$ cat src/hw/rtl/bdc_pkg.sv
// Package for the binary cross dilation block: sizes, codes, payload structs.
// Shared by every module under hw/rtl; depends on nothing else.
package bdc_pkg;

    // Store depth, height limit and the field widths.
    localparam int MAX_WIDTH    = 1024;
    localparam int COL_W        = $clog2(MAX_WIDTH);
    localparam int REG_W        = 11;
    localparam int ROW_W        = 11;
    localparam int EW_W         = (REG_W > COL_W + 1) ? REG_W : COL_W + 1;
    localparam int HEIGHT_LIMIT = 1024;
    localparam int PIX_W        = 24;
    localparam int CFG_IDX_W    = 1;

    localparam logic [7:0]       MARK_BLUE   = 8'hFF;
    localparam logic [PIX_W-1:0] WHITE_PIXEL = 24'hFFFFFF;

    // Configuration register indexes.
    typedef enum logic [CFG_IDX_W-1:0] {
        REG_FRAME_WIDTH  = 1'b0,
        REG_FRAME_HEIGHT = 1'b1
    } cfg_reg_t;

    // Input transaction payload.
    typedef struct packed {
        logic             kind;
        logic [PIX_W-1:0] pixel_in;
    } in_item_t;

    // Output transaction payload.
    typedef struct packed {
        logic [PIX_W-1:0] pixel_out;
        logic             frame_last;
    } out_item_t;

    // Per-item decisions made by the scan counters, consumed by the dilation stage.
    typedef struct packed {
        logic             emit;
        logic             last;
        logic [COL_W-1:0] out_col;
        logic             left_ok;
        logic             right_ok;
        logic             upper_ok;
        logic             below_ok;
        logic             below_mark;
    } scan_info_t;

    // A pixel is marked when its blue byte is saturated.
    function automatic logic is_marked(input logic [PIX_W-1:0] pix);
        return pix[7:0] == MARK_BLUE;
    endfunction

endpackage

$ cat src/hw/rtl/bdc_dilate.sv
// Dilation stage: upper-mark line store, neighbor evaluation and output register.
// Depends on bdc_pkg; takes the line buffer read data from bdc_row_store.
module bdc_dilate (
    input  logic                      clk,
    input  logic                      rst_n,
    input  logic                      accept,
    input  bdc_pkg::scan_info_t       info,
    input  logic [bdc_pkg::PIX_W-1:0] row_rdata,
    output logic                      stage_free,
    output logic                      out_valid,
    input  logic                      out_ready,
    output bdc_pkg::out_item_t        out_data
);
    import bdc_pkg::*;

    logic                 up_mem [MAX_WIDTH];
    logic                 up_rd_reg;
    logic                 fwd_hit_reg;
    logic                 fwd_val_reg;

    logic                 s1_valid_reg, s1_valid_next;
    scan_info_t           s1_info_reg;
    logic [PIX_W-1:0]     center_reg;
    logic                 left_reg;
    logic                 out_valid_reg, out_valid_next;
    out_item_t            out_data_reg;

    logic                 advance;
    logic                 up_wr;
    logic                 c_mark;
    logic                 upper_mark;
    logic                 nb;
    logic [PIX_W-1:0]     result_pix;

    // The held item moves on when it has no result or the output slot is open.
    assign advance    = s1_valid_reg && (!s1_info_reg.emit || !out_valid_reg || out_ready);
    assign stage_free = !s1_valid_reg || advance;
    assign up_wr      = advance && s1_info_reg.emit;

    // Upper-mark store: read for the new item, written back by the departing one.
    always_ff @(posedge clk)
    begin
        if (accept)
        begin
            up_rd_reg   <= up_mem[info.out_col];
            fwd_hit_reg <= up_wr && (s1_info_reg.out_col == info.out_col);
            fwd_val_reg <= c_mark;
        end
        if (up_wr)
            up_mem[s1_info_reg.out_col] <= c_mark;
    end

    // Neighborhood test on the center pixel.
    assign c_mark     = is_marked(center_reg);
    assign upper_mark = fwd_hit_reg ? fwd_val_reg : up_rd_reg;
    assign nb = (s1_info_reg.left_ok  && left_reg)
             || (s1_info_reg.right_ok && is_marked(row_rdata))
             || (s1_info_reg.upper_ok && upper_mark)
             || (s1_info_reg.below_ok && s1_info_reg.below_mark);
    assign result_pix = (!c_mark && nb) ? WHITE_PIXEL : center_reg;

    // Stage and output valid flags.
    always_comb
    begin
        s1_valid_next = s1_valid_reg;
        if (accept)
            s1_valid_next = 1'b1;
        else if (advance)
            s1_valid_next = 1'b0;

        out_valid_next = out_valid_reg;
        if (up_wr)
            out_valid_next = 1'b1;
        else if (out_ready)
            out_valid_next = 1'b0;
    end

    always_ff @(posedge clk or negedge rst_n)
    begin
        if (!rst_n)
        begin
            s1_valid_reg  <= 1'b0;
            out_valid_reg <= 1'b0;
        end
        else
        begin
            s1_valid_reg  <= s1_valid_next;
            out_valid_reg <= out_valid_next;
        end
    end

    // Payload registers of the stage and the output slot.
    always_ff @(posedge clk)
    begin
        if (accept)
            s1_info_reg <= info;
        if (advance)
            center_reg <= row_rdata;
        if (up_wr)
        begin
            left_reg                <= c_mark;
            out_data_reg.pixel_out  <= result_pix;
            out_data_reg.frame_last <= s1_info_reg.last;
        end
    end

    assign out_valid = out_valid_reg;
    assign out_data  = out_data_reg;

`ifndef SYNTHESIS
    // A new item never lands on one still held in the stage.
    assert property (@(posedge clk) disable iff (!rst_n)
        accept |-> (!s1_valid_reg || advance))
        else $error("bdc_dilate: stage overwritten");

    // A departing item with a result fills the output slot on the next cycle.
    assert property (@(posedge clk) disable iff (!rst_n)
        up_wr |=> out_valid_reg)
        else $error("bdc_dilate: result lost");

    // A result only appears after an item left the stage.
    assert property (@(posedge clk) disable iff (!rst_n)
        $rose(out_valid_reg) |-> $past(up_wr))
        else $error("bdc_dilate: result without source item");

    // The output slot is never refilled while its result is still waiting.
    assert property (@(posedge clk) disable iff (!rst_n)
        (out_valid_reg && !out_ready) |-> !up_wr)
        else $error("bdc_dilate: waiting result overwritten");
`endif

endmodule

$ cat config.mk
export PLATFORM = sky130hd
export DESIGN_NAME = bdc_dilate
export DESIGN_NICKNAME = d
export VERILOG_FILES = /design/src/hw/rtl/bdc_pkg.sv /design/src/hw/rtl/bdc_dilate.sv
export SDC_FILE = /design/constraint.sdc
export NUM_CORES = 1
export LEC_CHECK = 0
export BUFFER_PORTS_ARGS = -buffer_cell sky130_fd_sc_hd__buf_2
export CAP_MARGIN = 20
export CORE_MARGIN = 2
export CORE_UTILIZATION = 35
export DETAILED_ROUTE_END_ITERATION = 10
export PLACE_DENSITY = 0.57
export SLEW_MARGIN = 40
export SYNTH_ARGS = -nofsm -noshare
export SYNTH_HDL_FRONTEND = slang
export SYNTH_SLANG_ARGS = --single-unit
$ cat constraint.sdc
create_clock -name clk -period 72.5 [get_ports clk]
set_input_delay 3.625 -clock clk [delete_from_list [all_inputs] [get_ports clk]]
set_output_delay 3.625 -clock clk [all_outputs]
set_load 0.005 [all_outputs]
# ---- Word level (Yosys, flattened, before mapping)
# Memories as Yosys holds them, arrays and structs flattened. A register that Yosys moved wholly into a read port is not among the register bits.
# Index checks and enable logic that the tools add are counted.
dict set report op_classes {
  n_addsub 0
  mul 0
  div 0
  order_cmp 0
  eq_ne 3
  shift 0
  n_mux 7
  bitwise_logic 0
  reduce_logical 20
}
# operator n
set ops {}
lappend ops {{equality test 8 bit, second input constant} 2}
lappend ops {{equality test 10 bit} 1}
lappend ops {{logical AND 1 bit} 8}
lappend ops {{2-to-1 mux 1 bit} 7}
lappend ops {{logical OR 1 bit} 6}
lappend ops {{zero test 1 bit} 4}
lappend ops {{nonzero test 2 bit} 2}
dict set report word_totals {
  reg_bits 71
  latch_bits 0
  ram_bits 1024
  romBits 0
  input_bits 45
  word_cells 47
  mem_count 1
}
# memory words width rd rd_ports_with_merged_regs write_ports line_no
set mem_list {}
lappend mem_list {up_mem 1024 1 1 1 1 bdc_dilate.sv:16} ;# logic up_mem [MAX_WIDTH];

# ---- Depth between registers and ports, before layout
dict set report logic_depth {
  word_depth 7
  ltp_mapped 14
  depth_no_buf 8
}

# ---- Worst setup path after synthesis
# OpenSTA, ideal clock, no wires.
dict set report synth_timing {
  path_kind {flip-flop to flip-flop}
  startpoint {register center_reg[6]}
  endpoint {register fwd_val_reg, data pin}
  setup_ps 4960
  t_arrival_ps 23995
  slack_ps 43545
  path_stages_with_launch 3
  path_buffers 0
  synth_period_minus_slack_ps 28955
  cell_sequence {edfxtp_1 -> nand4_1 -> nor2_1}
}
dict set report synth_via {
  elab_chain_len 1
}
# item line_no
set synth_rtl {}
lappend synth_rtl {{start, declared} bdc_dilate.sv:23} ;# logic [PIX_W-1:0] center_reg;
lappend synth_rtl {{start signal, assigned} bdc_dilate.sv:98} ;# center_reg <= row_rdata;
lappend synth_rtl {{equality test 8 bit} bdc_pkg.sv:50} ;# return pix[7:0] == MARK_BLUE;
lappend synth_rtl {{net c_mark} bdc_dilate.sv:30} ;# logic c_mark;
lappend synth_rtl {{end signal, assigned} bdc_dilate.sv:47} ;# fwd_val_reg <= c_mark;
lappend synth_rtl {{end, declared} bdc_dilate.sv:19} ;# logic fwd_val_reg;
# The timed path passes the listed nets, and every way through them passes these cells.
# A chain may end at the register's enable or synchronous reset.

# ---- Worst setup path after layout
dict set report layout_timing {
  startpoint {input port out_ready}
  endpoint {output port stage_free}
}
dict set report layout_via {
  elab_chain_len 3
}
# item line_no
set layout_rtl {}
lappend layout_rtl {{start, declared} bdc_dilate.sv:11} ;# input logic out_ready,
lappend layout_rtl {{logical OR 1 bit} bdc_dilate.sv:36} ;# assign advance = s1_valid_reg && (!s1_info_reg.emit || !out_valid_reg || out_ready);
lappend layout_rtl {{logical AND 1 bit} bdc_dilate.sv:36}
lappend layout_rtl {{logical OR 1 bit} bdc_dilate.sv:37} ;# assign stage_free = !s1_valid_reg || advance;
lappend layout_rtl {{end, declared} bdc_dilate.sv:9} ;# output logic stage_free,
# No other way between the ends.

==> impl_metrics.csv <==
group,metric,value,unit
status,status,"finished clean",
drt,antenna_left,0,
clocking,clock_sink_count,1096,
global_route,global_route.usage.met1,0.2692,
die,floorplan.initialDensity,0.3520,
drt,post_drt_via_cell_ratio,5.535,
power,power.share.combinational,0.038,
timing,slew_headroom,0.3902,
power,switching_share,0.2145,
clocking,clkTransAtPathRegs,0.06,ns
clocking,clkLatencyLatePin,0.70,ns
layout,largest_register_ff_count,1024,
placed_design,port_buffer_cells,71,
layout,drive_above_1_share,0.1823,
global_route,grtUsageMet2,0.3089,
timing,final.setup.worst_slack,64.43,ns
critical_path,arrival_time_of_the_worst_setup_path,4.44,ns
clocking,post_cts_resize_count,0,
placed_design,preCtsSetupSlack,64.25,ns
timing,final.min_clock_period,8.069,ns
die,core_box_area,133300,sq um
global_route,grt_use_met3,0.02487,
critical_path,crit_path_max_fanout,5,
power,worst_ir_drop_vdd,0.01786,mV
placed_design,numPlacedInstances,4820,
layout,area_used_by_multi_input_combinational_logic,12860,sq um
power,power_switching,285.8,uW
synth,synth_common_cells,"edfxtp_1 (1094), nor2_1 (1051), mux4_2 (214)",
critical_path,setup.worst_path.end_class,"primary output",
timing,max_slew.worst_pin.slew,0.9147,ns
clocking,maximum_buffer_depth_of_the_clock_tree,3,
synth,ys_types,55,
synth,synth_area_leader_cell,"edfxtp_1",
critical_path,setup.worst_path.class,"input port to primary output",
clocking,hold_buffers,0,
global_route,largest_net_degree_at_the_start_of_global_routing,155,
drt,wirelength,131.6,mm
global_route,groute.usage.overall,0.1903,
clocking,cts_max_level,3,
synth,synth.ff_latch_count,1096,
synth,synth.avg_cell_area,14.57,sq um
placed_design,detailed_place_hpwl,66.83,mm
synth,post-synth-top-count-cell,"edfxtp_1",
clocking,cts.root.buffer_cell,"clkbuf_16",
critical_path,cp.required,68.88,ns
layout,layout.filler_cells,12380,
synth,synth_largest_type_area_fraction,0.7002,
power,power.sequential.fraction,0.520,
power,clock_power_share,0.441,
timing,finalSetupViolCount,0,
power,power_leakage,0.01816,uW
synth,synth_flop_cell,"edfxtp_1",
power,p_int,1046,uW
clocking,post-cts-setup-buffer-count,0,
timing,top_achievable_clock_speed,123.9,MHz
synth,synth_sequential_area_ratio,0.7012,
die,boundaryPins,72,
timing,setup_repair_after_global_routing_missed_its_margin,"false",
timing,fin_crit_sh,0.1113,
drt,vias_after_detailed_routing,27860,
timing,hold_viol,0,
layout,final_core_utilization,0.3953,
timing,report.final.slew_viol_count,0,
layout,syn_to_final_growth,12.30,%
drt,detailedRoute.firstPassIterationCount,6,
drt,post_drt_wl_per_cell,26.14,um
global_route,grt_first_pass_wirelength,190.8,mm
synth,synth.top_cells.by_area,"edfxtp_1 (70%), mux4_2 (10%), nor2_1 (8.4%)",
synth,synthesis.instances,3221,
layout,nets,3215,
synth,netlist_area,46920,sq um
layout,seq_area,32900,sq um
power,powerDensity,25.28,nW/um^2
synth,synthesis.nets,3266,
die,floorplan.die.width,370.1,um
placed_design,place_congestion,0.7714,
clocking,tritoncts,"yes",
run,cap_viol_max_count,0,
timing,final.setup.tns,0,ns
global_route,grt_antenna_before_repair,2,
drt,dr_iter_0_viols,3347,
global_route,grt_overflow,0,
die,dieHeight,370.1,um
die,rows,134,
synth,synth_warnings,0,
synth,synth_edf_count,1094,
global_route,globalRoute.busiestLayer,"met2",
power,power.total,1332,uW
critical_path,critical_path.startpoint_type,"input port",
clocking,cts_buffers,115,
drt,drcViolationCount,0,
min_path,class_of_the_worst_hold_path,"flip-flop to flip-flop",
timing,fin_worst_skew,0.03434,ns
die,die_area,137000,sq um
layout,stdcell_count,5033,
synth,postSynth.asyncResetShare,0.001825,
global_route,grt_pass1_vias,27170,
-- layout make-up --
cell class                 count  area share
sequential                  1096      0.6244
multi-input combinational   1819      0.2441
clock buffer                 139     0.05713
tap                         1768     0.04198
timing repair buffer         134     0.01871
clock inverter                72     0.01337
inverter                       4   0.0002849
antenna                        1  0.00004749
-- routing by layer --
| metal | up-vias | wire length (um) | part of all wire |
|---|---|---|---|
| li1 | 11780 | - | - |
| met1 | 14770 | 55990 | 0.43 |
| met2 | 1122 | 62510 | 0.48 |
| met3 | 183 | 9888 | 0.075 |
| met4 | 2 | 3179 | 0.024 |
| met5 | - | 11 | 0.000084 |
-- worst max-delay path, stage by stage --
cell and delay (ns):
buf_2 0.10, nor2b_1 0.39, nand3_1 0.17, buf_2 0.16
-- kinds of logic (layout without fill, tap and decap cells) --
kind of cell | Yosys count | in the layout | share of synthesized area
AO/OA/AOI/OAI | 189 | 189 | 0.02845
buffers and inverters | 306 | 349 | 0.03091
multiplexers | 335 | 335 | 0.1287
XOR/XNOR | 10 | 10 | 0.001867
flip-flops | 1096 | 1096 | 0.7012
AND/OR/NAND/NOR | 1285 | 1285 | 0.1089
other | 0 | 1 | 0
-- worst paths after layout --
check | start | to | slack [ns] | cells after the start
worst max-delay path | out_ready | stage_free | 64.43 | 4
worst min-delay path | s1_info_reg[15]$_DFFE_PP_ | out_data[0]$_DFFE_PP_ | 0.42 | 0
worst max register to register | center_reg[6]$_DFFE_PP_ | up_mem[398]$_DFFE_PP_ | 68.38 | 7
worst min register to register | s1_info_reg[15]$_DFFE_PP_ | out_data[0]$_DFFE_PP_ | 0.42 | 0
max in group asynchronous | rst_n | out_valid$_DFFE_PN0P_ | 69.69 | 1
min in group asynchronous | rst_n | s1_valid_reg$_DFFE_PN0P_ | 2.71 | 1
-- power by group through the flow --
stage                     sequential, uW  clock [uW]  combinational [uW]
final                                693         588                51.3
after global routing                 693         621                53.9
after CTS                            693         597                51.1
after detailed placement             707           0                51.0
after global placement               706           0                50.0
after floorplan                      707           0                31.8
-- cells in the final DEF (no fill, tap or decap), drive strengths merged, types with 3 or more instances in the layout --
cell	count
nand2b	31
mux4	214
edfxtp	1094
a221oi	3
nand4	10
clkbuf	139
o311ai	4
mux2i	116
buf	134
nor3b	7
inv	6
and2	4
nand2	114
xnor2	5
nand3	7
bufinv	13
a21oi	36
a22oi	17
and3	8
o21ai	15
clkinvlp	4
a2111oi	4
o22ai	34
mux2	5
a211oi	10
nor2	1051
a22o	3
nor3	27
nor2b	11
a21boi	3
nor4	7
o221ai	48
and3b	3
clkinv	53
xor2	5
-- metrics by stage --
step                instance area, sq um  hold WS [ns]
global placement                   48710        0.4032
detailed placement                 48920        0.4216
finish                             52690        0.4194
floorplan                          46920        0.4003
CTS                                52640        0.4222
global route                       52690        0.4425
(Power assumes the default switching activity.)
