## config.mk

```make
export PLATFORM = sky130hd
export DESIGN_NAME = bdc_scan_ctrl
export DESIGN_NICKNAME = d
export VERILOG_FILES = /design/src/hw/rtl/bdc_pkg.sv /design/src/hw/rtl/bdc_scan_ctrl.sv
export SDC_FILE = /design/constraint.sdc
export NUM_CORES = 1
export LEC_CHECK = 0
export ABC_AREA = 0
export BUFFER_PORTS_ARGS = -buffer_cell sky130_fd_sc_hd__buf_2
export CAP_MARGIN = 20
export CORE_ASPECT_RATIO = 0.8
export CORE_MARGIN = 1
export CORE_UTILIZATION = 60
export DETAILED_ROUTE_END_ITERATION = 10
export MAX_ROUTING_LAYER = met4
export PLACE_DENSITY = 0.82
export RECOVER_POWER = 25
export SKIP_LAST_GASP = 1
export SLEW_MARGIN = 30
export SYNTH_ARGS = -nofsm -noshare
export SYNTH_HDL_FRONTEND = slang
export SYNTH_SLANG_ARGS = --single-unit
```

## constraint.sdc

```tcl
create_clock -name clk -period 6.2 [get_ports clk]
set_clock_uncertainty 0.15 [all_clocks]
set_input_delay 0 -clock clk [delete_from_list [all_inputs] [get_ports clk]]
set_output_delay 0 -clock clk [all_outputs]
set_load 0.02 [all_outputs]
```

## src/hw/rtl/bdc_pkg.sv

```systemverilog
// Package for the binary cross dilation block: sizes, codes, payload structs.
// Shared by every module under hw/rtl; depends on nothing else.
package bdc_pkg;

    // Store depth, height limit and the field widths.
    localparam int MAX_WIDTH    = 1024;
    localparam int COL_W        = $clog2(MAX_WIDTH);
    localparam int REG_W        = 11;
    localparam int ROW_W        = 11;
    localparam int EW_W         = (REG_W > COL_W + 1) ? REG_W : COL_W + 1;
    localparam int HEIGHT_LIMIT = 1024;
    localparam int PIX_W        = 24;
    localparam int CFG_IDX_W    = 1;

    localparam logic [7:0]       MARK_BLUE   = 8'hFF;
    localparam logic [PIX_W-1:0] WHITE_PIXEL = 24'hFFFFFF;

    // Configuration register indexes.
    typedef enum logic [CFG_IDX_W-1:0] {
        REG_FRAME_WIDTH  = 1'b0,
        REG_FRAME_HEIGHT = 1'b1
    } cfg_reg_t;

    // Input transaction payload.
    typedef struct packed {
        logic             kind;
        logic [PIX_W-1:0] pixel_in;
    } in_item_t;

    // Output transaction payload.
    typedef struct packed {
        logic [PIX_W-1:0] pixel_out;
        logic             frame_last;
    } out_item_t;

    // Per-item decisions made by the scan counters, consumed by the dilation stage.
    typedef struct packed {
        logic             emit;
        logic             last;
        logic [COL_W-1:0] out_col;
        logic             left_ok;
        logic             right_ok;
        logic             upper_ok;
        logic             below_ok;
        logic             below_mark;
    } scan_info_t;

    // A pixel is marked when its blue byte is saturated.
    function automatic logic is_marked(input logic [PIX_W-1:0] pix);
        return pix[7:0] == MARK_BLUE;
    endfunction

endpackage

```

## src/hw/rtl/bdc_scan_ctrl.sv

```systemverilog
// Configuration registers and raster counters for the input and output scans.
// Depends on bdc_pkg; produces the per-item scan_info_t for the dilation stage.
module bdc_scan_ctrl (
    input  logic                          clk,
    input  logic                          rst_n,
    input  logic                          cfg_write,
    input  logic [bdc_pkg::CFG_IDX_W-1:0] cfg_index,
    input  logic [bdc_pkg::REG_W-1:0]     cfg_data,
    input  logic                          accept,
    input  bdc_pkg::in_item_t             in_data,
    output logic [bdc_pkg::COL_W-1:0]     row_addr,
    output bdc_pkg::scan_info_t           info
);
    import bdc_pkg::*;

    localparam logic [ROW_W-1:0] ROW_CAP = ROW_W'(HEIGHT_LIMIT + 2);

    logic [REG_W-1:0] width_reg, width_next;
    logic [REG_W-1:0] height_reg, height_next;
    logic [COL_W-1:0] in_col_reg, in_col_next;
    logic [ROW_W-1:0] in_row_reg, in_row_next;
    logic [COL_W-1:0] out_col_reg, out_col_next;
    logic [ROW_W-1:0] out_row_reg, out_row_next;
    logic             below_reg, below_next;

    logic [EW_W-1:0]  w_eff;
    logic [ROW_W-1:0] h_eff;
    logic             restart;
    logic [COL_W-1:0] cur_in_col;
    logic [ROW_W-1:0] cur_in_row;
    logic [COL_W-1:0] cur_out_col;
    logic [ROW_W-1:0] cur_out_row;
    logic             cur_below;
    logic [EW_W-1:0]  in_col_inc;
    logic [EW_W-1:0]  out_col_inc;
    logic [ROW_W:0]   out_row_inc;
    logic             emit;
    logic             last;
    logic             in_mark;

    // Effective frame size with out-of-range register values clamped.
    always_comb
    begin
        if (width_reg == '0)
            w_eff = EW_W'(1);
        else if (EW_W'(width_reg) > EW_W'(MAX_WIDTH))
            w_eff = EW_W'(MAX_WIDTH);
        else
            w_eff = EW_W'(width_reg);

        if (height_reg == '0)
            h_eff = ROW_W'(1);
        else if (height_reg > ROW_W'(HEIGHT_LIMIT))
            h_eff = ROW_W'(HEIGHT_LIMIT);
        else
            h_eff = height_reg;
    end

    // A frame whose output row lies past the height is dropped before this item.
    assign restart     = out_row_reg >= h_eff;
    assign cur_in_col  = restart ? '0 : in_col_reg;
    assign cur_in_row  = restart ? '0 : in_row_reg;
    assign cur_out_col = restart ? '0 : out_col_reg;
    assign cur_out_row = restart ? '0 : out_row_reg;
    assign cur_below   = restart ? 1'b0 : below_reg;

    assign in_col_inc  = EW_W'(cur_in_col) + EW_W'(1);
    assign out_col_inc = EW_W'(cur_out_col) + EW_W'(1);
    assign out_row_inc = {1'b0, cur_out_row} + (ROW_W+1)'(1);

    // Output starts once a full line plus one pixel has gone in.
    assign emit = ((cur_in_row >= ROW_W'(2)) || (cur_in_row == ROW_W'(1) && cur_in_col != '0))
               && (cur_out_row < h_eff);
    assign last = (out_row_inc >= {1'b0, h_eff}) && (out_col_inc >= w_eff);
    assign in_mark = (cur_in_row < h_eff) && is_marked(in_data.pixel_in);

    assign row_addr = cur_in_col;

    // Neighbor qualifiers for the pixel leaving with this item.
    always_comb
    begin
        info.emit       = emit;
        info.last       = last;
        info.out_col    = cur_out_col;
        info.left_ok    = cur_out_col != '0;
        info.right_ok   = out_col_inc < w_eff;
        info.upper_ok   = cur_out_row != '0;
        info.below_ok   = out_row_inc < {1'b0, h_eff};
        info.below_mark = cur_below;
    end

    // Next state of the configuration registers and the scan counters.
    always_comb
    begin
        width_next   = width_reg;
        height_next  = height_reg;
        in_col_next  = in_col_reg;
        in_row_next  = in_row_reg;
        out_col_next = out_col_reg;
        out_row_next = out_row_reg;
        below_next   = below_reg;

        if (cfg_write)
        begin
            unique case (cfg_reg_t'(cfg_index))
                REG_FRAME_WIDTH:  width_next  = cfg_data;
                REG_FRAME_HEIGHT: height_next = cfg_data;
                default:          width_next  = width_reg;
            endcase
        end

        if (accept)
        begin
            out_col_next = cur_out_col;
            out_row_next = cur_out_row;
            if (emit)
            begin
                if (out_col_inc >= w_eff)
                begin
                    out_col_next = '0;
                    out_row_next = out_row_inc[ROW_W-1:0];
                end
                else
                begin
                    out_col_next = out_col_inc[COL_W-1:0];
                end
            end

            if (emit && last)
            begin
                // Final pixel of the frame: everything starts over.
                in_col_next  = '0;
                in_row_next  = '0;
                out_col_next = '0;
                out_row_next = '0;
                below_next   = 1'b0;
            end
            else
            begin
                below_next  = in_mark;
                in_row_next = cur_in_row;
                if (in_col_inc >= w_eff)
                begin
                    in_col_next = '0;
                    if (cur_in_row < ROW_CAP)
                        in_row_next = cur_in_row + ROW_W'(1);
                end
                else
                begin
                    in_col_next = in_col_inc[COL_W-1:0];
                end
            end
        end
    end

    always_ff @(posedge clk or negedge rst_n)
    begin
        if (!rst_n)
        begin
            width_reg   <= REG_W'(600);
            height_reg  <= REG_W'(600);
            in_col_reg  <= '0;
            in_row_reg  <= '0;
            out_col_reg <= '0;
            out_row_reg <= '0;
            below_reg   <= 1'b0;
        end
        else
        begin
            width_reg   <= width_next;
            height_reg  <= height_next;
            in_col_reg  <= in_col_next;
            in_row_reg  <= in_row_next;
            out_col_reg <= out_col_next;
            out_row_reg <= out_row_next;
            below_reg   <= below_next;
        end
    end

endmodule

```

## Yosys cells after proc, flatten, opt, wreduce, memory -nomap -nowiden

Index checks and enable logic that the tools add are counted.

| operators by class | value |
|---|---|
| $add $sub $neg | 4 |
| magnitude comparators | 12 |
| equality and inequality tests | 2 |
| mux-type cells | 21 |
| bitwise gates (word level) | 1 |
| reduce and logical (&&, ||, !) cells | 13 |

Operator list:

| cell | count |
|---|---|
| $mux 11 | 12 |
| $mux 10 | 7 |
| $ge 11x11->1 | 3 |
| $lt 11x11->1 | 3 |
| $add 10x1->11 const B | 2 |
| $gt 11x11->1 const B | 2 |
| $logic_not 11->1 | 2 |
| $reduce_bool 10->1 | 2 |
| $add 11x1->12 const B | 1 |
| $ge 12x11->1 | 1 |
| $lt 12x11->1 | 1 |
| $add 11x1->11 const B | 1 |
| $eq 11x1->1 const B | 1 |
| $ge 11x2->1 const B | 1 |
| $lt 11x11->1 const B | 1 |
| $reduce_bool 11->1 | 1 |
| $eq 8x8->1 const B | 1 |
| $logic_and 1x1->1 | 5 |
| $reduce_and 2->1 | 2 |
| $mux 1 | 2 |
| $logic_or 1x1->1 | 1 |
| $not 1->1 | 1 |

| word-level totals | value |
|---|---|
| register bits after elaboration | 65 |
| input port bits | 41 |
| output and inout port bits | 27 |

## Depth between registers and ports, before layout

Gate-level depths: netlist of run 1.

| logic depth | value |
|---|---|
| depth in word-level cells | 11 |
| mapped depth | 26 |

## Worst setup path after synthesis of run 1

OpenSTA, ideal clock, no wires.

| timing path | value |
|---|---|
| kind | register to register |
| start | register height_reg[2] |
| end | register in_row_reg[2] |
| library setup time | 0.126 ns |
| arrival time | 4.957 ns |
| path slack | 0.967 ns |
| stages on the path, launching flop included | 27 |
| path buffers | 2 |
| cell sequence | dfrtp_1 > nor4_1 > a31oi_1 > nor2_1 > ha_1 > nor2b_1 > o21ai_1 > a21oi_2 > and2_1 > buf_2 > buf_1 > nand2_1 > inv_1 > ha_1 > nand3_1 > nor2_1 > and3_1 > xnor2_1 > nor2_1 > ha_1 > a2111oi_0 > o21ai_0 > a41o_1 > o22a_1 > nand3_1 > a2111oi_2 > a311o_1 |

| between the ends | value |
|---|---|
| cells in the longest elaborated chain, start to end | 11 |
| elaborated cells between the ends (all ways) | 29 |
| those cells by class | 4 x add/sub; 8 x order compare; 1 x eq/ne; 9 x mux; 7 x reduce/logical |

RTL lines:

| item | line | source |
|---|---|---|
| from (decl) | bdc_scan_ctrl.sv:19 | `logic [REG_W-1:0] height_reg, height_next;` |
| from (signal assigned) | bdc_scan_ctrl.sv:171 | `height_reg <= height_next;` |
| $gt 11x11->1 | bdc_scan_ctrl.sv:53 | `else if (height_reg > ROW_W'(HEIGHT_LIMIT))` |
| $mux 11 | bdc_scan_ctrl.sv:53 |  |
| $mux 11 (*) | bdc_scan_ctrl.sv:51 | `if (height_reg == '0)` |
| $ge 11x11->1 (*) | bdc_scan_ctrl.sv:60 | `assign restart = out_row_reg >= h_eff;` |
| $mux 10 (*) | bdc_scan_ctrl.sv:61 | `assign cur_in_col = restart ? '0 : in_col_reg;` |
| net row_addr, one bit | bdc_scan_ctrl.sv:11 | `output logic [bdc_pkg::COL_W-1:0] row_addr,` |
| parallel branches: the longest is 5 deep, another holds $add 10x1->11 | - |  |
| $mux 11 (*) | bdc_scan_ctrl.sv:129 | `if (emit && last)` |
| to (signal assigned) | bdc_scan_ctrl.sv:173 | `in_row_reg <= in_row_next;` |
| to (decl) | bdc_scan_ctrl.sv:21 | `logic [ROW_W-1:0] in_row_reg, in_row_next;` |

Mark *: on every way through the listed nets, which the timed path passes.
A chain may end at the register's enable or synchronous reset.

## Worst setup path after layout of run 1

| timing path | value |
|---|---|
| start | register height_reg[7] |
| end | register in_row_reg[5] |

| between the ends | value |
|---|---|
| cells in the longest elaborated chain, start to end | 11 |
| elaborated cells between the ends (all ways) | 29 |
| those cells by class | 4 x add/sub; 8 x order compare; 1 x eq/ne; 9 x mux; 7 x reduce/logical |

RTL lines:

| item | line |
|---|---|
| $gt 11x11->1 | bdc_scan_ctrl.sv:53 |
| $mux 11 | bdc_scan_ctrl.sv:53 |
| $mux 11 (*) | bdc_scan_ctrl.sv:51 |
| parallel branches: the longest is 7 deep, another holds $add 11x1->12 | - |
| $mux 11 (*) | bdc_scan_ctrl.sv:129 |

Every way passes the cells marked *.

==> metrics.md, run 1 <==
| Metric | Value |
|---|---|
| Distinct cells, synth | `77` |
| Starting Density | `62.1%` |
| Worst slew pin tran | `2.97 ns` |
| Setup TNS | `0 ns` |
| Place WS | `0.324 ns` |
| Vias after detailed routing | `5452` |
| Cells after Synth | `635` |
| Clock Tree Buf Depth | `2` |
| R2r setup slk | `0.33 ns` |
| CP Capture Type | `flip-flop` |
| Share of cells above drive strength 1 | `17.5%` |
| Max-cap violations | `1` |
| Worst skew pair latency | `0.34 ns` |
| Ratio of final minimum period to clock period | `94.7%` |
| Type of origin of the critical path | `flip-flop` |
| Commonest non-fill, non-tap cell in the layout | `ha_1` |
| Final Hold Fails | `0` |
| Req. time, crit path | `6.27 ns` |
| H-tree depth | `3` |
| Post-synth EDFFs | `0` |
| Mean post-synth cell area | `8.91 um^2` |
| Die width | `111 um` |
| GRT Overall Usage | `34.4%` |
| FF+latch count, synth | `65` |
| Fillers | `696` |
| Post-route antenna net violation count | `0` |
| Global-route wire length before repair | `25500 um` |
| Die Height | `88.9 um` |
| Crit-path slowest cell | `a41oi_1` |
| TritonCTS clock tree | `yes` |
| Synthesis-to-layout area growth | `14.0%` |
| Crit-path max cell delay | `0.59 ns` |
| Clk slew on worst S/H paths | `0.06 ns` |
| Status | `finished, violations left` |
| CP Max Fanout | `39` |
| Total wire length | `16300 um` |
| IR drop worst, VDD | `0.000348 V` |
| Number of I/O pins | `68` |
| Asr flop ratio synth | `100%` |
| Mapped cell area | `5660 um^2` |
| Post-layout min period | `5.87 ns` |
| IO Port Bufs | `50` |
| Die Area | `9820 um^2` |
| Hold/Removal Path Class | `in2reg` |
| # setup viols final | `0` |
| Worst path cell trace | `nor4_1 > a31oi_1 > nor2_1 > ha_1 > nor2b_1 > o21ai_1 > a21oi_2 > buf_4 > and3_1 > ha_1 > nand2_1 > nor2_1 > nand4_1 > xor2_1 > ha_1 > nand4_1 > a221o_1 > a41oi_1 > o211ai_2 > o2111a_1 > a211o_1` |
| Smallest setup slack after layout | `0.327 ns` |
| Area occupied by multi-input gates | `3790 um^2` |
| Leakage | `3.10 nW` |
| RSZ-0062 raised after global routing | `no` |
| Final slew viol count | `54` |
| Synth Warn # | `0` |
| Largest net degree at the start of global routing | `66` |
| Drt via density | `6.76` |
| Residual DRC | `0` |
| Initial antenna violation count | `0` |
| P per Cell Area | `402 nW/um^2` |
| Total CTS buffers | `9` |
| Grt ovf | `0` |
| Synthesized Nets | `750` |
| Slew headroom | `-98.2%` |
| Ys flop type | `dfrtp_1` |
| Commonest non-fill, non-tap cells in the layout | `ha_1, nand2_1, dfrtp_1` |
| Fmax | `170 MHz` |
| Row cnt | `31` |
| 1st-pass router iterations | `7` |
| Total Nets Final | `802` |
| Crit Path Category | `reg2reg` |
| Sequential fraction of the synthesis area | `28.9%` |
| Failing checks | `max-capacitance violations, max-slew violations` |
| Clk root buf | `clkbuf_16` |
| Data arrival, critical path | `5.94 ns` |
| Setup bufs post-CTS | `0` |
| Drt wl/cell | `20.2 um` |
| DP Wirelength | `11600 um` |
| Clk sinks | `65` |
| Core area | `9110 um^2` |
| Initial DRC Count | `704` |
| Antenna Cells | `0` |
| Vias in the first global route | `5019` |
| CP most frequent cell | `ha_1` |
| Register area | `1640 um^2` |
| RePlAce Congestion | `0.937` |
through the flow:
stage / util, % / hold WS, ns / area, um^2 / std cells / power, mW
after detailed placement: 65.5 / 0.0896 / 5970 / 777 / 1.95
final: 70.7 / 0.0198 / 6450 / 807 / 2.59
after global placement: 65.5 / 0.0862 / 5970 / 777 / 1.89
after CTS: 70.5 / 0.00973 / 6430 / 806 / 2.54
after global routing: 70.7 / 0.0301 / 6450 / 807 / 2.76
after floorplan: - / -0.446 / 5660 / 635 / 1.60
critical path: cells and delay by family, from the launching register on:
kind                       cells  cell delay, ns
AOI/OAI and AO/OA              8            2.15
adders and majority gates      3            0.89
buffers and inverters          1            0.37
and+or+nand+nor                8            1.54
DFF                            1            0.39
xor gates and xnor gates       1            0.25
final timing paths:
kind / startpoint / endpoint / cells after the start
setup / recovery: height_reg[7] / in_row_reg[5] / 21
hold / removal: cfg_index / width_reg[10] / 4
setup reg to reg: height_reg[7] / in_row_reg[5] / 21
hold reg to reg: below_reg / below_reg / 1
max in group asynchronous: rst_n / in_col_reg[9] / 4
min in group asynchronous: rst_n / out_row_reg[9] / 3
synthesized netlist by cell type (8+ instances only):
master	count	share of area, %
ha_1	74	16
a32o_1	12	2.1
nand3_1	24	2.1
and3_1	41	4.5
nor4_1	13	1.4
xnor2_1	19	2.9
a21oi_1	19	1.7
nand2_1	58	3.8
a31oi_1	17	1.9
dfrtp_1	57	25
mux2_2	21	4.2
clkbuf_1	19	1.3
dfstp_2	8	3.7
nand4_1	16	1.8
inv_1	29	1.9
a22o_1	10	1.5
o21ai_0	11	0.97
nor2_1	56	3.7
cell families (layout without fill, tap and decap cells):
| family | Yosys count | in the layout | share of synthesized area (%) |
|---|---|---|---|
| buffers and inverters | 61 | 118 | 4.49 |
| AO/OA/AOI/OAI | 136 | 136 | 18.7 |
| AND/OR/NAND/NOR | 252 | 252 | 23.4 |
| adder cells (fa/ha/maj) | 74 | 74 | 16.4 |
| XOR/XNOR | 26 | 26 | 4.02 |
| multiplexers | 21 | 21 | 4.18 |
| flip-flops | 65 | 65 | 28.9 |
per-layer routing:
layer / global-route usage [%] / vias to the layer above / share of wire [%]
li1: - / 2492 / -
met1: 45.8 / 2634 / 44
met2: 51.4 / 283 / 45
met3: 6.85 / 43 / 8.5
met4: 14.1 / 0 / 2.5
met5: - / - / 0
repair_timing:
action	in CTS	in global routing
hold endpoints to repair	84	0
resized for setup	0	4
endpoints found under the setup margin	0	17
hold buffers	13	0
power breakdown:
group / switching (mW) / total [mW] / internal (mW)
registers: 0.127 / 0.652 / 0.524
clock network: 0.207 / 0.571 / 0.364
logic: 0.832 / 1.37 / 0.536
area by class of cell:
class                   count  share of cell area, %
clock buffers              10                   3.71
clock inverters             6                   1.42
inverters                  31                   1.80
multi-input cells         509                   58.8
flip-flops and latches     65                   25.4
well taps                 115                   2.23
repair buffers             71                   6.71
Power figures use the tool's default switching activity.
==> inputs of run 2 (changes only) <==
- CELL_PAD_IN_SITES_DETAIL_PLACEMENT: default -> 1
- CELL_PAD_IN_SITES_GLOBAL_PLACEMENT: default -> 1
- CORE_UTILIZATION: 60 -> 46
- PLACE_DENSITY: 0.82 -> default
- PLACE_DENSITY_LB_ADDON: default -> 0.1
==> metrics.md, run 2 (same netlist as run 1, synthesis figures left out) <==
| Metric | Value |
|---|---|
| 1st-pass router iterations | `5 (was 7)` |
| Setup bufs post-CTS | `0 (unchanged)` |
| GRT Overall Usage | `31.0% (was 34.4%)` |
| Starting Density | `48.2% (was 62.1%)` |
| Fillers | `1393 (was 696)` |
| Vias after detailed routing | `5414 (was 5452)` |
| Residual DRC | `0 (unchanged)` |
| Req. time, crit path | `6.29 ns (was 6.27 ns)` |
| Antenna Cells | `0 (unchanged)` |
| Largest delay share family, worst path | `simple AND/OR/NAND/NOR gates (was compound AO/OA/AOI/OAI gates)` |
| Crit. path cell count | `25 (was 21)` |
| Area occupied by multi-input gates | `3820 um^2 (was 3790 um^2)` |
| R2R depth | `25 (was 21)` |
| Largest net degree at the start of global routing | `66 (unchanged)` |
| Die Area | `12800 um^2 (was 9820 um^2)` |
| Crit-path max cell delay | `0.44 ns (was 0.59 ns)` |
| Commonest non-fill, non-tap cell in the layout | `ha_1 (unchanged)` |
| Share of cells above drive strength 1 | `18.2% (was 17.5%)` |
| RSZ-0062 raised after global routing | `yes (was no)` |
| Drt via density | `6.40 (was 6.76)` |
| IO Port Bufs | `50 (unchanged)` |
| Register area | `1640 um^2 (unchanged)` |
| Clk root buf | `clkbuf_16 (unchanged)` |
| CP Capture Type | `flip-flop (unchanged)` |
| Crit-path slowest cell | `dfrtp_1 (was a41oi_1)` |
| Type of origin of the critical path | `flip-flop (unchanged)` |
| Failing checks | `max-capacitance violations, max-slew violations (unchanged)` |
| Commonest non-fill, non-tap cells in the layout | `ha_1, nand2_1, dfrtp_1 (unchanged)` |
| Worst path bufs/invs | `2 (was 1)` |
| Status | `finished, violations left (unchanged)` |
| Final slew viol count | `42 (was 54)` |
| CP Max Fanout | `8 (was 39)` |
| Smallest setup slack after layout | `0.436 ns (was 0.327 ns)` |
| Initial DRC Count | `425 (was 704)` |
| Clk slew on worst S/H paths | `0.06 ns (about the same)` |
| RePlAce Congestion | `0.874 (was 0.937)` |
| Hold/Removal Path Class | `in2reg (unchanged)` |
| Place WS | `0.406 ns (was 0.324 ns)` |
| Post-layout util | `55.6% (was 70.7%)` |
| Max-cap violations | `1 (unchanged)` |
| Vias in the first global route | `5504 (was 5019)` |
| Die width | `126 um (was 111 um)` |
| Ratio of final minimum period to clock period | `93.0% (was 94.7%)` |
| Total power | `2.57 mW (was 2.59 mW)` |
| P per Cell Area | `393 nW/um^2 (was 402 nW/um^2)` |
| Drt wl/cell | `21.8 um (was 20.2 um)` |
| Worst slew pin tran | `2.27 ns (was 2.97 ns)` |
| DP Wirelength | `13600 um (was 11600 um)` |
| Final Hold Fails | `0 (unchanged)` |
| Hold depth | `4 (unchanged)` |
| Number of I/O pins | `68 (unchanged)` |
| Fmax | `173 MHz (was 170 MHz)` |
| Crit Path Category | `reg2reg (unchanged)` |
| Row cnt | `35 (was 31)` |
| Post-route antenna net violation count | `0 (unchanged)` |
| TritonCTS clock tree | `yes (unchanged)` |
| Total CTS buffers | `9 (unchanged)` |
| Post-layout min period | `5.76 ns (was 5.87 ns)` |
| Fin cells | `846 (was 807)` |
| Worst skew pair latency | `0.34 ns (about the same)` |
| Clk sinks | `65 (unchanged)` |
| Die Height | `101 um (was 88.9 um)` |
| Clock Tree Buf Depth | `2 (unchanged)` |
| Global-route wire length before repair | `29700 um (was 25500 um)` |
| IR drop worst, VDD | `0.000225 V (was 0.000348 V)` |
| Core area | `11700 um^2 (was 9110 um^2)` |
| Leakage | `3.10 nW (about the same)` |
| Total wire length | `18400 um (was 16300 um)` |
| H-tree depth | `3 (unchanged)` |
| Initial antenna violation count | `0 (unchanged)` |
| Slew headroom | `-51.2% (was -98.2%)` |
| Data arrival, critical path | `5.85 ns (was 5.94 ns)` |
| Inst Count DP | `813 (was 777)` |
| Total Nets Final | `808 (was 802)` |
| # setup viols final | `0 (unchanged)` |
| Synthesis-to-layout area growth | `15.4% (was 14.0%)` |
| Grt ovf | `0 (unchanged)` |
run 2: final timing paths:
kind	startpoint	end	slack (ns)
min reg2reg	below_reg	below_reg	0.35
max reg2reg	height_reg[8]	in_row_reg[8]	0.44
min	cfg_write	width_reg[10]	0.05
max in group asynchronous	rst_n	out_row_reg[9]	2.62
max	height_reg[8]	in_row_reg[8]	0.44
min in group asynchronous	rst_n	in_row_reg[10]	0.47
run 2: cell type report:
type / count / share of cell area (%)
Clock buffer: 9 / 3.45
Sequential cell: 65 / 25.1
Inverter: 31 / 1.78
Multi-Input combinational cell: 509 / 58.5
Timing Repair Buffer: 77 / 7.49
Clock inverter: 7 / 0.901
Tap cell: 148 / 2.84
run 2: metal layers:
| metal | up-vias | track usage, % | routed length (um) |
|---|---|---|---|
| li1 | 2503 | - | - |
| met1 | 2728 | 41.5 | 8710 |
| met2 | 161 | 50.3 | 8720 |
| met3 | 22 | 4.28 | 812 |
| met4 | 0 | 6.49 | 193 |
| met5 | - | - | 0 |
run 2: tightest hold or removal path, cell delays in order:
cell     delay (ns)
buf_2          0.11
nor2b_2        0.23
nand2_1        0.08
o21ai_0        0.07
run 2: repair_timing:
action,4_1_cts,5_1_grt
endpoints found under the setup margin,0,18
resized for setup,0,8
hold buffers,15,1
hold endpoints to repair,84,1
run 2: stage by stage:
step           setup TNS (ns)  area [um^2]  hold slack, ns
2_1_floorplan               0         5660          -0.446
3_3_place_gp                0         6030           0.112
3_5_place_dp                0         6030           0.115
4_1_cts                     0         6460          0.0219
5_1_grt               -0.0242         6530           0.114
6_report                    0         6530          0.0522
run 2: where the power goes:
| part | switching, mW | leakage (nW) | internal [mW] |
|---|---|---|---|
| combinational | 0.858 | 2.18 | 0.546 |
| clock | 0.225 | 0.133 | 0.277 |
| sequential | 0.135 | 0.793 | 0.524 |
| total | 1.22 | 3.10 | 1.35 |
==> inputs of run 3 (changes only) <==
- CORE_MARGIN: 1 -> 5
- PLACE_DENSITY: default -> 0.83
- PLACE_DENSITY_LB_ADDON: 0.1 -> default
==> metrics.md, run 3 (same netlist as run 1, synthesis figures left out) <==
| Metric | Value |
|---|---|
| Share of cells above drive strength 1 | `17.5% (was 18.2%)` |
| Total power | `2.66 mW (was 2.57 mW)` |
| Crit Path Category | `reg2reg (unchanged)` |
| Finished Cell Area | `6580 um^2 (was 6530 um^2)` |
| Post-route antenna net violation count | `0 (unchanged)` |
| CP most frequent cell | `ha_1` |
| Setup TNS | `0 ns (unchanged)` |
| Vias after detailed routing | `5436 (was 5414)` |
| Row cnt | `36 (was 35)` |
| Crit-path max cell delay | `0.53 ns (was 0.44 ns)` |
| Post-layout min period | `5.92 ns (was 5.76 ns)` |
| Crit. path cell count | `23 (was 25)` |
| R2R depth | `23 (was 25)` |
| Setup bufs post-CTS | `0 (unchanged)` |
| H-tree depth | `3 (unchanged)` |
| DP Wirelength | `14100 um (was 13600 um)` |
| Req. time, crit path | `6.34 ns (was 6.29 ns)` |
| Inst Count DP | `818 (was 813)` |
| Max-cap violations | `1 (unchanged)` |
| Fmax | `169 MHz (was 173 MHz)` |
| P per Cell Area | `405 nW/um^2 (was 393 nW/um^2)` |
| Synthesis-to-layout area growth | `16.3% (was 15.4%)` |
| Hold_ws | `0.0841 ns (was 0.0522 ns)` |
| Clk sinks | `65 (unchanged)` |
| CP Max Fanout | `8 (unchanged)` |
| Clk slew on worst S/H paths | `0.06 ns (about the same)` |
| Worst path bufs/invs | `2 (unchanged)` |
| Final Hold Fails | `0 (unchanged)` |
| Die Area | `14600 um^2 (was 12800 um^2)` |
| IR drop worst, VDD | `0.000231 V (was 0.000225 V)` |
| Initial DRC Count | `393 (was 425)` |
| Hold depth | `3 (was 4)` |
| Flop pwr share | `24.7% (was 25.7%)` |
| 1st-pass router iterations | `5 (unchanged)` |
| GRT Overall Usage | `27.6% (was 31.0%)` |
| Clock Tree Buf Depth | `2 (unchanged)` |
| Clock power frac | `21.8% (was 19.6%)` |
| Commonest non-fill, non-tap cell in the layout | `ha_1 (unchanged)` |
| Smallest setup slack after layout | `0.281 ns (was 0.436 ns)` |
| Drt via density | `6.40 (about the same)` |
| IO Port Bufs | `50 (unchanged)` |
| Leakage | `3.13 nW (was 3.10 nW)` |
| Initial antenna violation count | `0 (unchanged)` |
| Crit-path slowest cell | `nor4_4 (was dfrtp_1)` |
| Antenna Cells | `0 (unchanged)` |
| Fillers | `1414 (was 1393)` |
| Total wire length | `19300 um (was 18400 um)` |
| Switching share of power | `46.0% (was 47.5%)` |
| Failing checks | `max-capacitance violations, max-slew violations (unchanged)` |
| Global-route wire length before repair | `30300 um (was 29700 um)` |
| Worst skew pair latency | `0.35 ns (was 0.34 ns)` |
| Grt ovf | `0 (unchanged)` |
| Data arrival, critical path | `6.06 ns (was 5.85 ns)` |
| Core area | `12100 um^2 (was 11700 um^2)` |
| Final slew viol count | `66 (was 42)` |
| Post-DP Area | `6040 um^2 (was 6030 um^2)` |
| Post-layout util | `54.3% (was 55.6%)` |
| Total CTS buffers | `9 (unchanged)` |
| RePlAce Congestion | `0.939 (was 0.874)` |
| Switching pwr | `1.23 mW (was 1.22 mW)` |
| CP Capture Type | `flip-flop (unchanged)` |
| Combinational power share | `53.5% (was 54.7%)` |
| Largest net degree at the start of global routing | `66 (unchanged)` |
| Starting Density | `46.7% (was 48.2%)` |
| Slew headroom | `-147% (was -51.2%)` |
| Die width | `134 um (was 126 um)` |
| Worst slew pin tran | `3.70 ns (was 2.27 ns)` |
| Worst path cell trace | `nor4_2 > a31oi_1 > nor2_1 > ha_1 > nor2b_1 > o21ai_1 > a21oi_2 > and2_2 > buf_4 > nand2_1 > inv_1 > ha_1 > nand2_1 > nor2_1 > nand4_1 > xor2_1 > ha_1 > nor2b_1 > o21ai_0 > a41oi_2 > nor4_4 > nor3b_1 > a211o_1` |
| Type of origin of the critical path | `flip-flop (unchanged)` |
| Place WS | `0.209 ns (was 0.406 ns)` |
| Status | `finished, violations left (unchanged)` |
| Hold/Removal Path Class | `in2reg (unchanged)` |
| Vias in the first global route | `5521 (was 5504)` |
| Clk root buf | `clkbuf_16 (unchanged)` |
| Commonest non-fill, non-tap cells in the layout | `ha_1, nand2_1, dfrtp_1 (unchanged)` |
| Residual DRC | `0 (unchanged)` |
| Total Nets Final | `807 (was 808)` |
| Largest delay share family, worst path | `simple AND/OR/NAND/NOR gates (unchanged)` |
| Drt wl/cell | `22.7 um (was 21.8 um)` |
| Internal power | `1.44 mW (was 1.35 mW)` |
| Die Height | `109 um (was 101 um)` |
| Number of I/O pins | `68 (unchanged)` |
| TritonCTS clock tree | `yes (unchanged)` |
| Fin cells | `849 (was 846)` |
| # setup viols final | `0 (unchanged)` |
| Ratio of final minimum period to clock period | `95.5% (was 93.0%)` |
==> run 3: power by group through the flow <==
stage	Sequential, mW	Clock [mW]	Combinational (mW)
floorplan	0.609	0	0.987
detailed placement	0.660	0	1.35
global placement	0.651	0	1.27
finish	0.659	0.581	1.42
CTS	0.653	0.585	1.39
global route	0.669	0.603	1.56
==> run 3: metal layers <==
metal	wire, um	up-vias	part of all wire, %	track usage (%)
met5	0	-	0	-
met4	254	0	1.3	7.49
met3	1190	21	6.2	4.57
met2	9200	202	48	43.9
met1	8620	2721	45	36.8
li1	-	2492	-	-
==> run 3: worst min-delay path, cell delays in order <==
cell and delay, ns:
buf_2 0.09, nor2b_1 0.18, mux2_2 0.28
==> run 3: cell type report <==
type / instances / area [um^2] / area share, %
clock inverter: 6 / 90.1 / 1.37
multi-input combinational: 509 / 3820 / 58.1
tap: 152 / 190 / 2.89
clock buffer: 10 / 239 / 3.63
sequential: 65 / 1640 / 24.9
inverter: 31 / 116 / 1.77
timing repair buffer: 76 / 487 / 7.40
==> run 3: worst paths after layout <==
check / startpoint / to / slack [ns]
max: height_reg[7] / out_col_reg[8] / 0.28
min: cfg_index / width_reg[8] / 0.08
max reg2reg: height_reg[7] / out_col_reg[8] / 0.28
min reg2reg: below_reg / below_reg / 0.36
max in group asynchronous: rst_n / height_reg[10] / 2.40
min in group asynchronous: rst_n / out_row_reg[6] / 1.41
==> run 3: repair_timing <==
| action | 4_1_cts | 5_1_grt |
|---|---|---|
| setup endpoints to repair | 1 | 31 |
| endpoints found under the hold margin | 84 | 0 |
| gates resized for setup | 1 | 9 |
| hold buffers | 15 | 0 |
